<file path="src/kdlpr_pkg.sv">
`timescale 1ns / 1ps
// ----------------------------------------------------------------------------
// kdlpr_pkg
// Shared types and constants for the key debounce / long press / repeat block.
// ----------------------------------------------------------------------------
package kdlpr_pkg;

   // key count and derived widths
   localparam int KEYS    = 8;
   localparam int KEY_W   = (KEYS > 1) ? $clog2(KEYS) : 1;
   localparam int FIELD_W = 8;
   localparam int TIME_W  = 32;
   localparam int CFG_W   = 16;

   // stream payload widths
   localparam int REQ_W = TIME_W + 2 * FIELD_W;
   localparam int RSP_W = 2 * FIELD_W;

   // configuration register indexes
   localparam int CSR_IDX_W = 2;
   localparam logic [CSR_IDX_W-1:0] CSR_DEBOUNCE   = 2'd0;
   localparam logic [CSR_IDX_W-1:0] CSR_LONG_START = 2'd1;
   localparam logic [CSR_IDX_W-1:0] CSR_REPEAT     = 2'd2;

   // register reset values
   localparam logic [CFG_W-1:0] DEBOUNCE_RST   = 16'd50;
   localparam logic [CFG_W-1:0] LONG_START_RST = 16'd500;
   localparam logic [CFG_W-1:0] REPEAT_RST     = 16'd100;

   // controller states
   typedef enum logic [1:0] {
      ST_IDLE,
      ST_SCAN,
      ST_DONE
   } state_type;

   // controller to datapath
   typedef struct packed {
      logic start;
      logic step;
      logic load;
   } ctrl_cmd_type;

   // datapath to controller
   typedef struct packed {
      logic last_key;
      logic out_free;
   } ctrl_sts_type;

   // timing settings bundle
   typedef struct packed {
      logic [CFG_W-1:0] settle_ms;
      logic [CFG_W-1:0] long_start_ms;
      logic [CFG_W-1:0] repeat_ms;
   } cfg_type;

endpackage

</file>
<file path="src/key_debounce_long_press_repeat.sv">
`timescale 1ns / 1ps
// ----------------------------------------------------------------------------
// key_debounce_long_press_repeat
// Sequence: a poll is taken while idle, the shared per-key update unit walks
//   the keys one per cycle, then the result is loaded once the output slot is
//   free. A new poll is not taken until that load is done.
// Reset: synchronous; all keys idle with zero times, timings 50/500/100 ms.
// Debounces polled keys and reports short presses and long press repeats.
// ----------------------------------------------------------------------------
module key_debounce_long_press_repeat (
   input  logic                             clock,
   input  logic                             reset,
   // poll stream
   input  logic                             req_tvalid,
   output logic                             req_tready,
   input  logic [kdlpr_pkg::REQ_W-1:0]      req_tdata,  // now_ms, pending_mask, key_levels
   // result stream
   output logic                             rsp_tvalid,
   input  logic                             rsp_tready,
   output logic [kdlpr_pkg::RSP_W-1:0]      rsp_tdata,  // short_mask, repeat_mask
   // register writes
   input  logic                             csr_valid,
   output logic                             csr_ready,
   input  logic [kdlpr_pkg::CSR_IDX_W-1:0]  csr_index,
   input  logic [kdlpr_pkg::CFG_W-1:0]      csr_data
);

   localparam int TW = kdlpr_pkg::TIME_W;
   localparam int FW = kdlpr_pkg::FIELD_W;

   kdlpr_pkg::cfg_type      cfg_ff;
   kdlpr_pkg::ctrl_cmd_type cmd;
   kdlpr_pkg::ctrl_sts_type sts;
   logic [FW-1:0]           rsp_short, rsp_repeat;

   // timing registers, unknown indexes dropped
   assign csr_ready = 1'b1;

   always_ff @(posedge clock) begin
      if (reset) begin
         cfg_ff.settle_ms     <= kdlpr_pkg::DEBOUNCE_RST;
         cfg_ff.long_start_ms <= kdlpr_pkg::LONG_START_RST;
         cfg_ff.repeat_ms     <= kdlpr_pkg::REPEAT_RST;
      end else if (csr_valid) begin
         unique case (csr_index)
            kdlpr_pkg::CSR_DEBOUNCE:   cfg_ff.settle_ms     <= csr_data;
            kdlpr_pkg::CSR_LONG_START: cfg_ff.long_start_ms <= csr_data;
            kdlpr_pkg::CSR_REPEAT:     cfg_ff.repeat_ms     <= csr_data;
            default: begin
            end
         endcase
      end
   end

   kdlpr_ctrl u_ctrl (
      .clock    (clock),
      .reset    (reset),
      .in_valid (req_tvalid),
      .in_ready (req_tready),
      .sts      (sts),
      .cmd      (cmd)
   );

   kdlpr_dpath u_dpath (
      .clock      (clock),
      .reset      (reset),
      .cmd        (cmd),
      .sts        (sts),
      .cfg        (cfg_ff),
      .in_now_ms  (req_tdata[TW-1:0]),
      .in_pending (req_tdata[TW+FW-1:TW]),
      .in_levels  (req_tdata[TW+2*FW-1:TW+FW]),
      .out_valid  (rsp_tvalid),
      .out_ready  (rsp_tready),
      .out_short  (rsp_short),
      .out_repeat (rsp_repeat)
   );

   assign rsp_tdata = {rsp_repeat, rsp_short};

endmodule

</file>
<file path="src/kdlpr_ctrl.sv">
`timescale 1ns / 1ps
// ----------------------------------------------------------------------------
// kdlpr_ctrl
// Sequencer: takes a poll, walks the keys one per cycle, then loads the result.
// ----------------------------------------------------------------------------
module kdlpr_ctrl (
   input  logic                   clock,
   input  logic                   reset,
   input  logic                   in_valid,
   output logic                   in_ready,
   input  kdlpr_pkg::ctrl_sts_type sts,
   output kdlpr_pkg::ctrl_cmd_type cmd
);

   kdlpr_pkg::state_type state_ff, state_in;

   // state register
   always_ff @(posedge clock) begin
      if (reset) begin
         state_ff <= kdlpr_pkg::ST_IDLE;
      end else begin
         state_ff <= state_in;
      end
   end

   // next state and commands
   always_comb begin
      state_in  = state_ff;
      cmd       = '0;
      in_ready  = 1'b0;
      unique case (state_ff)
         kdlpr_pkg::ST_IDLE: begin
            in_ready = 1'b1;
            if (in_valid) begin
               cmd.start = 1'b1;
               state_in  = kdlpr_pkg::ST_SCAN;
            end
         end
         kdlpr_pkg::ST_SCAN: begin
            cmd.step = 1'b1;
            if (sts.last_key) begin
               state_in = kdlpr_pkg::ST_DONE;
            end
         end
         kdlpr_pkg::ST_DONE: begin
            if (sts.out_free) begin
               cmd.load = 1'b1;
               state_in = kdlpr_pkg::ST_IDLE;
            end
         end
         default: begin
            state_in = kdlpr_pkg::ST_IDLE;
         end
      endcase
   end

   // result only loaded into a free output slot
   a_load_free: assert property (@(posedge clock) disable iff (reset)
      cmd.load |-> sts.out_free)
      else $error("result loaded while output slot busy");

   // a taken poll is always scanned next
   a_start_scan: assert property (@(posedge clock) disable iff (reset)
      cmd.start |=> (state_ff == kdlpr_pkg::ST_SCAN))
      else $error("scan did not follow poll accept");

   // scan ends after the last key
   a_scan_end: assert property (@(posedge clock) disable iff (reset)
      (state_ff == kdlpr_pkg::ST_SCAN && sts.last_key) |=> (state_ff == kdlpr_pkg::ST_DONE))
      else $error("scan did not end after last key");

   // no two of start, step and load together
   a_cmd_excl: assert property (@(posedge clock) disable iff (reset)
      $onehot0({cmd.start, cmd.step, cmd.load}))
      else $error("conflicting datapath commands");

endmodule

</file>
<file path="src/kdlpr_dpath.sv">
`timescale 1ns / 1ps
// ----------------------------------------------------------------------------
// kdlpr_dpath
// Per-key state, time differences, event masks and the result register.
// ----------------------------------------------------------------------------
module kdlpr_dpath (
   input  logic                               clock,
   input  logic                               reset,
   input  kdlpr_pkg::ctrl_cmd_type            cmd,
   output kdlpr_pkg::ctrl_sts_type            sts,
   input  kdlpr_pkg::cfg_type                 cfg,
   input  logic [kdlpr_pkg::TIME_W-1:0]       in_now_ms,
   input  logic [kdlpr_pkg::FIELD_W-1:0]      in_pending,
   input  logic [kdlpr_pkg::FIELD_W-1:0]      in_levels,
   output logic                               out_valid,
   input  logic                               out_ready,
   output logic [kdlpr_pkg::FIELD_W-1:0]      out_short,
   output logic [kdlpr_pkg::FIELD_W-1:0]      out_repeat
);

   localparam int TW = kdlpr_pkg::TIME_W;
   localparam int FW = kdlpr_pkg::FIELD_W;
   localparam int KW = kdlpr_pkg::KEY_W;
   localparam int NK = kdlpr_pkg::KEYS;

   // per-key state
   logic          down_ff   [NK];
   logic          long_ff   [NK];
   logic [TW-1:0] press_ff  [NK];
   logic [TW-1:0] change_ff [NK];
   logic [TW-1:0] rep_ff    [NK];

   // captured poll and scan position
   logic [TW-1:0] now_ff;
   logic [FW-1:0] pend_ff;
   logic [FW-1:0] lev_ff;
   logic [KW-1:0] key_idx_ff;
   logic [FW-1:0] short_acc_ff;
   logic [FW-1:0] rep_acc_ff;

   // result register
   logic          out_valid_ff;
   logic [FW-1:0] out_short_ff;
   logic [FW-1:0] out_repeat_ff;

   // current key view
   logic [FW-1:0] field_sel;
   logic          pend_bit, lev_bit;
   logic          down_cur, long_cur;
   logic [TW-1:0] press_cur, change_cur, rep_cur;
   logic [TW-1:0] d_change, d_press, d_rep;
   logic          edge_ok;
   logic          down_in, long_in;
   logic [TW-1:0] press_in, change_in, rep_in;
   logic          short_hit, rep_hit;

   assign field_sel  = FW'(1) << key_idx_ff;
   assign pend_bit   = |(pend_ff & field_sel);
   assign lev_bit    = |(lev_ff & field_sel);
   assign down_cur   = down_ff[key_idx_ff];
   assign long_cur   = long_ff[key_idx_ff];
   assign press_cur  = press_ff[key_idx_ff];
   assign change_cur = change_ff[key_idx_ff];
   assign rep_cur    = rep_ff[key_idx_ff];

   // modulo 2^32 time differences
   assign d_change = now_ff - change_cur;
   assign d_press  = now_ff - press_cur;
   assign d_rep    = now_ff - rep_cur;

   // edge handling then hold handling for one key
   always_comb begin
      edge_ok   = pend_bit && (d_change >= TW'(cfg.settle_ms));
      down_in   = down_cur;
      long_in   = long_cur;
      press_in  = press_cur;
      rep_in    = rep_cur;
      change_in = pend_bit ? now_ff : change_cur;
      short_hit = 1'b0;
      rep_hit   = 1'b0;
      if (edge_ok) begin
         down_in  = lev_bit;
         long_in  = 1'b0;
         press_in = lev_bit ? now_ff : '0;
         rep_in   = '0;
         short_hit = !lev_bit && down_cur && !long_cur;
      end
      if (down_in) begin
         if (!long_in) begin
            // a fresh press has held for zero time
            if ((edge_ok ? TW'(0) : d_press) >= TW'(cfg.long_start_ms)) begin
               long_in = 1'b1;
               rep_in  = now_ff;
            end
         end else if (d_rep >= TW'(cfg.repeat_ms)) begin
            rep_in  = now_ff;
            rep_hit = 1'b1;
         end
      end
   end

   // key state update
   always_ff @(posedge clock) begin
      if (reset) begin
         for (int k = 0; k < NK; k++) begin
            down_ff[k]   <= 1'b0;
            long_ff[k]   <= 1'b0;
            press_ff[k]  <= '0;
            change_ff[k] <= '0;
            rep_ff[k]    <= '0;
         end
      end else if (cmd.step) begin
         down_ff[key_idx_ff]   <= down_in;
         long_ff[key_idx_ff]   <= long_in;
         press_ff[key_idx_ff]  <= press_in;
         change_ff[key_idx_ff] <= change_in;
         rep_ff[key_idx_ff]    <= rep_in;
      end
   end

   // poll capture, scan counter and event masks
   always_ff @(posedge clock) begin
      if (reset) begin
         key_idx_ff   <= '0;
         short_acc_ff <= '0;
         rep_acc_ff   <= '0;
      end else if (cmd.start) begin
         key_idx_ff   <= '0;
         short_acc_ff <= '0;
         rep_acc_ff   <= '0;
      end else if (cmd.step) begin
         key_idx_ff   <= key_idx_ff + KW'(1);
         short_acc_ff <= short_acc_ff | (short_hit ? field_sel : '0);
         rep_acc_ff   <= rep_acc_ff | (rep_hit ? field_sel : '0);
      end
   end

   always_ff @(posedge clock) begin
      if (cmd.start) begin
         now_ff  <= in_now_ms;
         pend_ff <= in_pending;
         lev_ff  <= in_levels;
      end
   end

   // output register
   always_ff @(posedge clock) begin
      if (reset) begin
         out_valid_ff <= 1'b0;
      end else if (cmd.load) begin
         out_valid_ff <= 1'b1;
      end else if (out_ready) begin
         out_valid_ff <= 1'b0;
      end
   end

   always_ff @(posedge clock) begin
      if (cmd.load) begin
         out_short_ff  <= short_acc_ff;
         out_repeat_ff <= rep_acc_ff;
      end
   end

   assign sts.last_key = (key_idx_ff == KW'(NK - 1));
   assign sts.out_free = !out_valid_ff || out_ready;
   assign out_valid    = out_valid_ff;
   assign out_short    = out_short_ff;
   assign out_repeat   = out_repeat_ff;

endmodule
</file>
<file path="config.mk">
export PLATFORM = sky130hd
export DESIGN_NAME = key_debounce_long_press_repeat
export DESIGN_NICKNAME = d
export VERILOG_FILES = /design/src/kdlpr_pkg.sv /design/src/key_debounce_long_press_repeat.sv /design/src/kdlpr_ctrl.sv /design/src/kdlpr_dpath.sv
export SDC_FILE = /design/constraint.sdc
export NUM_CORES = 2
export LEC_CHECK = 0
export ABC_AREA = 1
export BUFFER_PORTS_ARGS = -buffer_cell sky130_fd_sc_hd__buf_2
export CAP_MARGIN = 20
export CORE_MARGIN = 4
export CORE_UTILIZATION = 60
export DETAILED_ROUTE_END_ITERATION = 10
export GPL_ROUTABILITY_DRIVEN = 0
export PLACE_DENSITY = 0.73
export SYNTH_ARGS = -nofsm -noshare
export SYNTH_HDL_FRONTEND = slang
export SYNTH_SLANG_ARGS = --single-unit
export TNS_END_PERCENT = 50
</file>
<file path="constraint.sdc">
create_clock -name clock -period 8.1 [get_ports clock]
set_clock_uncertainty 0.05 [all_clocks]
set_input_delay 1.62 -clock clock [delete_from_list [all_inputs] [get_ports clock]]
set_output_delay 1.62 -clock clock [all_outputs]
set_load 0.05 [all_outputs]
</file>
# Yosys cells after proc, flatten, opt, wreduce, memory -nomap -nowiden
# Memory sizes are Yosys's and may differ from the RTL's. A register that Yosys moved wholly into a read port is not among the register bits.
# Index checks and enable logic that the tools add are counted.
[totals]
ram_bits = 784
out_inout_bits = 19
in_bits = 71
mem_count = 5
reg_bits = 134
wordCells = 122
[memory_table]
columns = ["memory", "words", "word_bits", "read_ports", "rd_clocked_by_memory_dff", "write_ports", "line_no", "text"]
rows = [
  ["u_dpath.change_ff", 8, 32, 1, 1, 8, "kdlpr_dpath.sv:30", "logic [TW-1:0] change_ff [NK];"],
  ["u_dpath.press_ff", 8, 32, 1, 1, 8, "kdlpr_dpath.sv:29", "logic [TW-1:0] press_ff [NK];"],
  ["u_dpath.rep_ff", 8, 32, 1, 1, 8, "kdlpr_dpath.sv:31", "logic [TW-1:0] rep_ff [NK];"],
  ["u_dpath.down_ff", 8, 1, 1, 1, 8, "kdlpr_dpath.sv:27", "logic down_ff [NK];"],
  ["u_dpath.long_ff", 8, 1, 1, 1, 8, "kdlpr_dpath.sv:28", "logic long_ff [NK];"],
]
[classes]
bitwise_logic = 4
addsub = 4
reduce_logical = 22
n_lt_le_gt_ge = 3
eq_ne = 8
shifts = 1
n_mux = 62
[ops]
columns = ["operator", "count"]
rows = [
  ["32-bit 2-to-1 mux", 12],
  ["32-bit by 16-bit greater-or-equal comparator with 1-bit output", 3],
  ["32-bit OR reduction", 3],
  ["32-bit subtractor", 3],
  ["3-bit 2-to-1 mux", 15],
  ["1-bit 2-to-1 mux", 29],
  ["8-bit AND", 2],
  ["8-bit 2-to-1 mux", 2],
  ["8-bit bitwise OR", 2],
  ["8-bit OR reduction", 2],
  ["1-bit by 3-bit << shifter with 8-bit output, first input constant", 1],
  ["2-bit 2-to-1 mux", 3],
  ["2-bit inequality test, second input constant", 3],
  ["2-bit one-hot mux with 3 select lines", 1],
  ["2-bit AND reduction", 3],
  ["2-bit by 1-bit == test with 1-bit output, second input constant", 2],
  ["2-bit == test, second input constant", 2],
  ["2-bit logical NOT", 2],
  ["3-bit by 1-bit adder with 3-bit output, second input constant", 1],
  ["3-bit == test, second input constant", 1],
  ["1-bit logical AND", 3],
  ["1-bit logical NOT", 3],
  ["3-bit AND reduction", 1],
  ["2-bit nonzero test", 1],
  ["3 further kinds", 4],
]

# Longest topological paths before layout
[depth]
ltp_word = 10
mapped_depth = 62
depth_no_buf = 54

# Cells and area by module
# A second synthesis with hierarchy kept.
[unflattened]
cells_unflattened = 5462
area_unflattened_um2 = 49012.0
[by_module_without_submodules]
columns = ["module", "seq_area_each_um2", "cells_each", "area_each_um2", "instances"]
rows = [
  ["kdlpr_dpath", 25924.9, 5151, 46908.7, 1],
  ["key_debounce_long_press_repeat", 960.9, 292, 1981.9, 1],
  ["kdlpr_ctrl", 40.0, 19, 121.4, 1],
]

# Worst setup path after synthesis
# OpenSTA, ideal clock, no wires.
[synth_path]
kind = "flip-flop to flip-flop"
start = "reg (tool-made name)"
end = "mem u_dpath.rep_ff[1][11] (netlist bit) (data pin)"
setup_ps = 266
n_path_buf = 8
stages_incl_launch_ff = 60
path_slack_ps = 1377
t_arrival_ps = 6407
synth_period_minus_slack_ps = 6723
required_ps = 7784
path_cell_list = "dfxtp_1 > inv_2 > buf_2 > buf_2 > buf_2 > buf_2 > clkbuf_1 > nor2_1 > o221ai_1 > o21ai_0 > ha_1 > nand2_1 > nor2_1 > nand2_1 > nand3b_1 > nand2_1 > nand2_1 > xor2_1 > (+24 left out) > nand2_1 > nand2_1 > nand2_1 > nand2_1 > nand2_1 > nand2_1 > nand2_1 > nand2_1 > nand2_1 > nand2_1 > nand2_1 > a21oi_1 > nand2_4 > nand3_2 > buf_2 > nand2_1 > nand2_2 > nor2_1"
[synth_lines]
columns = ["element", "line_no"]
rows = [
  ["end, declared", "kdlpr_dpath.sv:31"],
]

==> results.cfg <==
[yosys]
synth_flop_cell = edfxtp_1
ys_ff_latch = 921
synthArstFlopShare_pct = 0
synth.yosys.warnings = 0
synth_top_area_share_pct = 53.19
synth_area_mm2 = 0.04787
synth_seq_area_share_pct = 56.24
synth_fp_nets = 5524
synth-edff-count = 848
synth_largest_area_cell = edfxtp_1
synth.avg_cell_area_um2 = 9.031
netlist_instances = 5301
synth_cell_types = 51
yosys-top-cells-area = edfxtp_1 (53%), nor2_1 (11%), nand2_1 (5.9%)

[clock_network]
clkTransAtPathRegs_ns = 0.06
clkSinkCount = 921
cts.root.buffer_cell = clkbuf_16
cts_tree = done
postCtsHoldBufs = 0
h-tree-depth = 3
numCtsBuffers = 94
clock_path_buffers = 3
clk_latency_ns = 0.67

[pwr]
p_leak_nw = 21.06
cellPowerDensity_mw_per_mm2 = 233.5
max-vdd-ir-drop_uv = 214.9
finalPower_mw = 12.30

[worst_setup_path]
rr_worst_depth = 51
required_ns = 8.40
cp-end-kind = flip-flop
worstPathArrival_ns = 7.78
startpoint_type = flip-flop
reg2reg_slack_ns = 0.62
r2r-end = u_dpath.rep_ff[7][26]$_SDFFCE_PN0P_
worstSetupPathType = flip-flop to flip-flop
worstSetupEndpoint = u_dpath.rep_ff[7][26]$_SDFFCE_PN0P_
crit_path_top_delay_cell = dfxtp_4
worstPathMaxFanout = 64
cpMostUsedCell = nand2_1
slowest_delay_ns = 0.54

[drt]
wl_per_cell_um = 23.37
wl_mm = 150.4
drt_iter0_drc = 5052
viasPerCell = 6.197
ant_nets = 0
firstDrtPassIters = 6
route.vias.total = 39879
drc = 0

[finish]
drive_above_1_share_pct = 8.471
multiInputGateArea_mm2 = 0.01846
seq_area_mm2 = 0.02694
fill_cells = 6295
fin_nets = 5528
area_growth_syn_to_layout_pct = 10.07

[floorplanning]
die-area_mm2 = 0.08437
die_x_um = 290.5
initial_utilization_pct = 60.60
io_pins = 90
core_mm2 = 0.07900
rows = 103
die_h_um = 290.5

[global_route]
antenna_found_initial = 3
overflow = 0
grt_usage_pct = 34.53
grt_pass1_wl_mm = 224.1
grt_pass1_vias = 37346
grt_max_degree = 107

[hold_path]
min_path_type = flip-flop to flip-flop

[sta]
relSlewSlack_pct = 25.97
slew_viol_final = 0
finalCritPeriodShare_pct = 92.31
max_clock_freq_ghz = 0.1337
tightest_slew_ns = 1.099
fin_tns_setup_ns = 0
setup_viol = 0
finalHoldViolations = 0
period_needed_ns = 7.477
rsz0062_at_grt = false

[job]
max-cap-violations = 0

[status]
status = finished clean

[place]
dp_hpwl_mm = 89.81
portBuffers = 88
==> logic make-up after synthesis <==
logic type                 count (synthesis)  share of synthesized area, %
AOI/OAI and AO/OA                       1016                         12.24
xor gates and xnor gates                  41                        0.7501
adders and majority gates                152                         4.020
buffers and inverters                    677                         5.509
DFF                                      921                         56.24
other                                      1                      0.007833
and+or+nand+nor                         2493                         21.23
==> what timing repair did <==
action / 4_1_cts / 5_1_grt
setup buffers: 0 / 2
gates resized for setup: 0 / 10
setup endpoints to repair: 0 / 264
hold endpoints to repair: 0 / 0
==> metal layers <==
layer  wire (um)  track usage, %
met1       56480           46.55
met2       66020           52.94
met3       19680           8.352
met4        8174           16.90
met5          15               0
==> area by class of cell <==
cell class / count / area share, %
antenna: 2 / 0.009498
clock buffer: 127 / 5.053
clock inverter: 47 / 0.7503
inverter: 400 / 2.899
multi-input combinational: 3703 / 35.03
sequential: 921 / 51.12
tap: 1050 / 2.493
timing repair buffer: 185 / 2.643
==> cells in the final DEF, fill, tap and decap left out, types with 39 or more instances in the layout <==
cell and instances:
nor2_1 1427, nand4_1 39, edfxtp_1 848, inv_1 383
buf_4 77, o22ai_1 96, a21oi_1 162, nand2_1 741
ha_1 149, dfxtp_1 70, nand3_1 137, o21ai_0 557
o221ai_1 90, o21ai_1 39, clkbuf_16 100, buf_2 89
==> worst max-delay path: cells and delay by family, from the launching register on <==
| kind | cells | cell delay (ns) |
|---|---|---|
| AND/OR/NAND/NOR | 35 | 3.14 |
| adder cells (fa/ha/maj) | 4 | 1.00 |
| AO/OA/AOI/OAI | 6 | 1.24 |
| flip-flops | 1 | 0.54 |
| buffers and inverters | 5 | 0.89 |
| XOR/XNOR | 1 | 0.22 |
==> registers in the layout (all words and copies together), names as in the netlist, named ones only <==
name / count
cfg_ff: 48
u_ctrl.state_ff: 2
u_dpath.change_ff: 256
u_dpath.down_ff: 8
u_dpath.key_idx_ff: 3
u_dpath.lev_ff: 8
u_dpath.long_ff: 8
u_dpath.now_ff: 32
u_dpath.out_repeat: 8
u_dpath.out_short: 8
u_dpath.out_valid: 1
u_dpath.pend_ff: 8
u_dpath.press_ff: 256
u_dpath.rep_acc_ff: 8
u_dpath.rep_ff: 256
u_dpath.short_acc_ff: 8
==> worst min path at each step <==
stage	startpoint	to	slack, ns	depth (start not counted)
after floorplan	u_dpath.rep_acc_ff[0]$_SDFFE_PP0P_	u_dpath.out_repeat[0]$_DFFE_PP_	0.36	0
after global placement	u_dpath.rep_acc_ff[4]$_SDFFE_PP0P_	u_dpath.out_repeat[4]$_DFFE_PP_	0.36	0
after detailed placement	u_dpath.rep_acc_ff[5]$_SDFFE_PP0P_	u_dpath.out_repeat[5]$_DFFE_PP_	0.37	0
after CTS	u_dpath.short_acc_ff[0]$_SDFFE_PP0P_	u_dpath.out_short[0]$_DFFE_PP_	0.38	0
after global routing	u_dpath.rep_acc_ff[5]$_SDFFE_PP0P_	u_dpath.out_repeat[5]$_DFFE_PP_	0.39	0
final	u_dpath.short_acc_ff[0]$_SDFFE_PP0P_	u_dpath.out_short[0]$_DFFE_PP_	0.38	0
==> metrics by stage <==
step	hold WS (ns)	cell area [um2]	setup slack (ns)	utilization, %	std cells
2_1_floorplan	0.3582	47870	1.377	-	5301
3_3_place_gp	0.3619	49530	0.6742	62.70	6254
3_5_place_dp	0.3668	49540	0.6226	62.71	6255
4_1_cts	0.3815	52600	0.5677	66.58	6429
5_1_grt	0.3904	52690	0.01206	66.69	6433
6_report	0.3841	52690	0.6226	66.70	6435
==> synth_stat cells, types with 3 or more instances <==
master,number
inv_2,9
o21ai_1,37
xnor2_1,12
clkinv_1,3
o221ai_1,90
a21oi_1,162
o21bai_1,11
clkbuf_1,221
nand2_4,12
nand3b_1,7
a32o_1,3
nor4_1,4
o22ai_1,96
a211oi_1,4
or2_1,29
a31oi_2,25
nand4_1,39
buf_6,4
o211ai_1,16
fa_1,3
a31oi_1,4
nand2_1,753
nor3_1,16
o21ai_0,559
buf_1,7
buf_4,3
nand2_2,21
inv_1,387
or2_2,3
nand3_1,141
ha_1,149
nor2_1,1427
buf_2,42
nand3_2,33
xor2_1,29
dfxtp_1,73
edfxtp_1,848
==> power by group <==
group	total, mW	switching (mW)	internal [mW]
Clock	4.30	1.86	2.44
Combinational	2.55	1.83	0.726
Sequential	5.45	0.0643	5.38
Total	12.3	3.75	8.55
(Power assumes the default switching activity.)
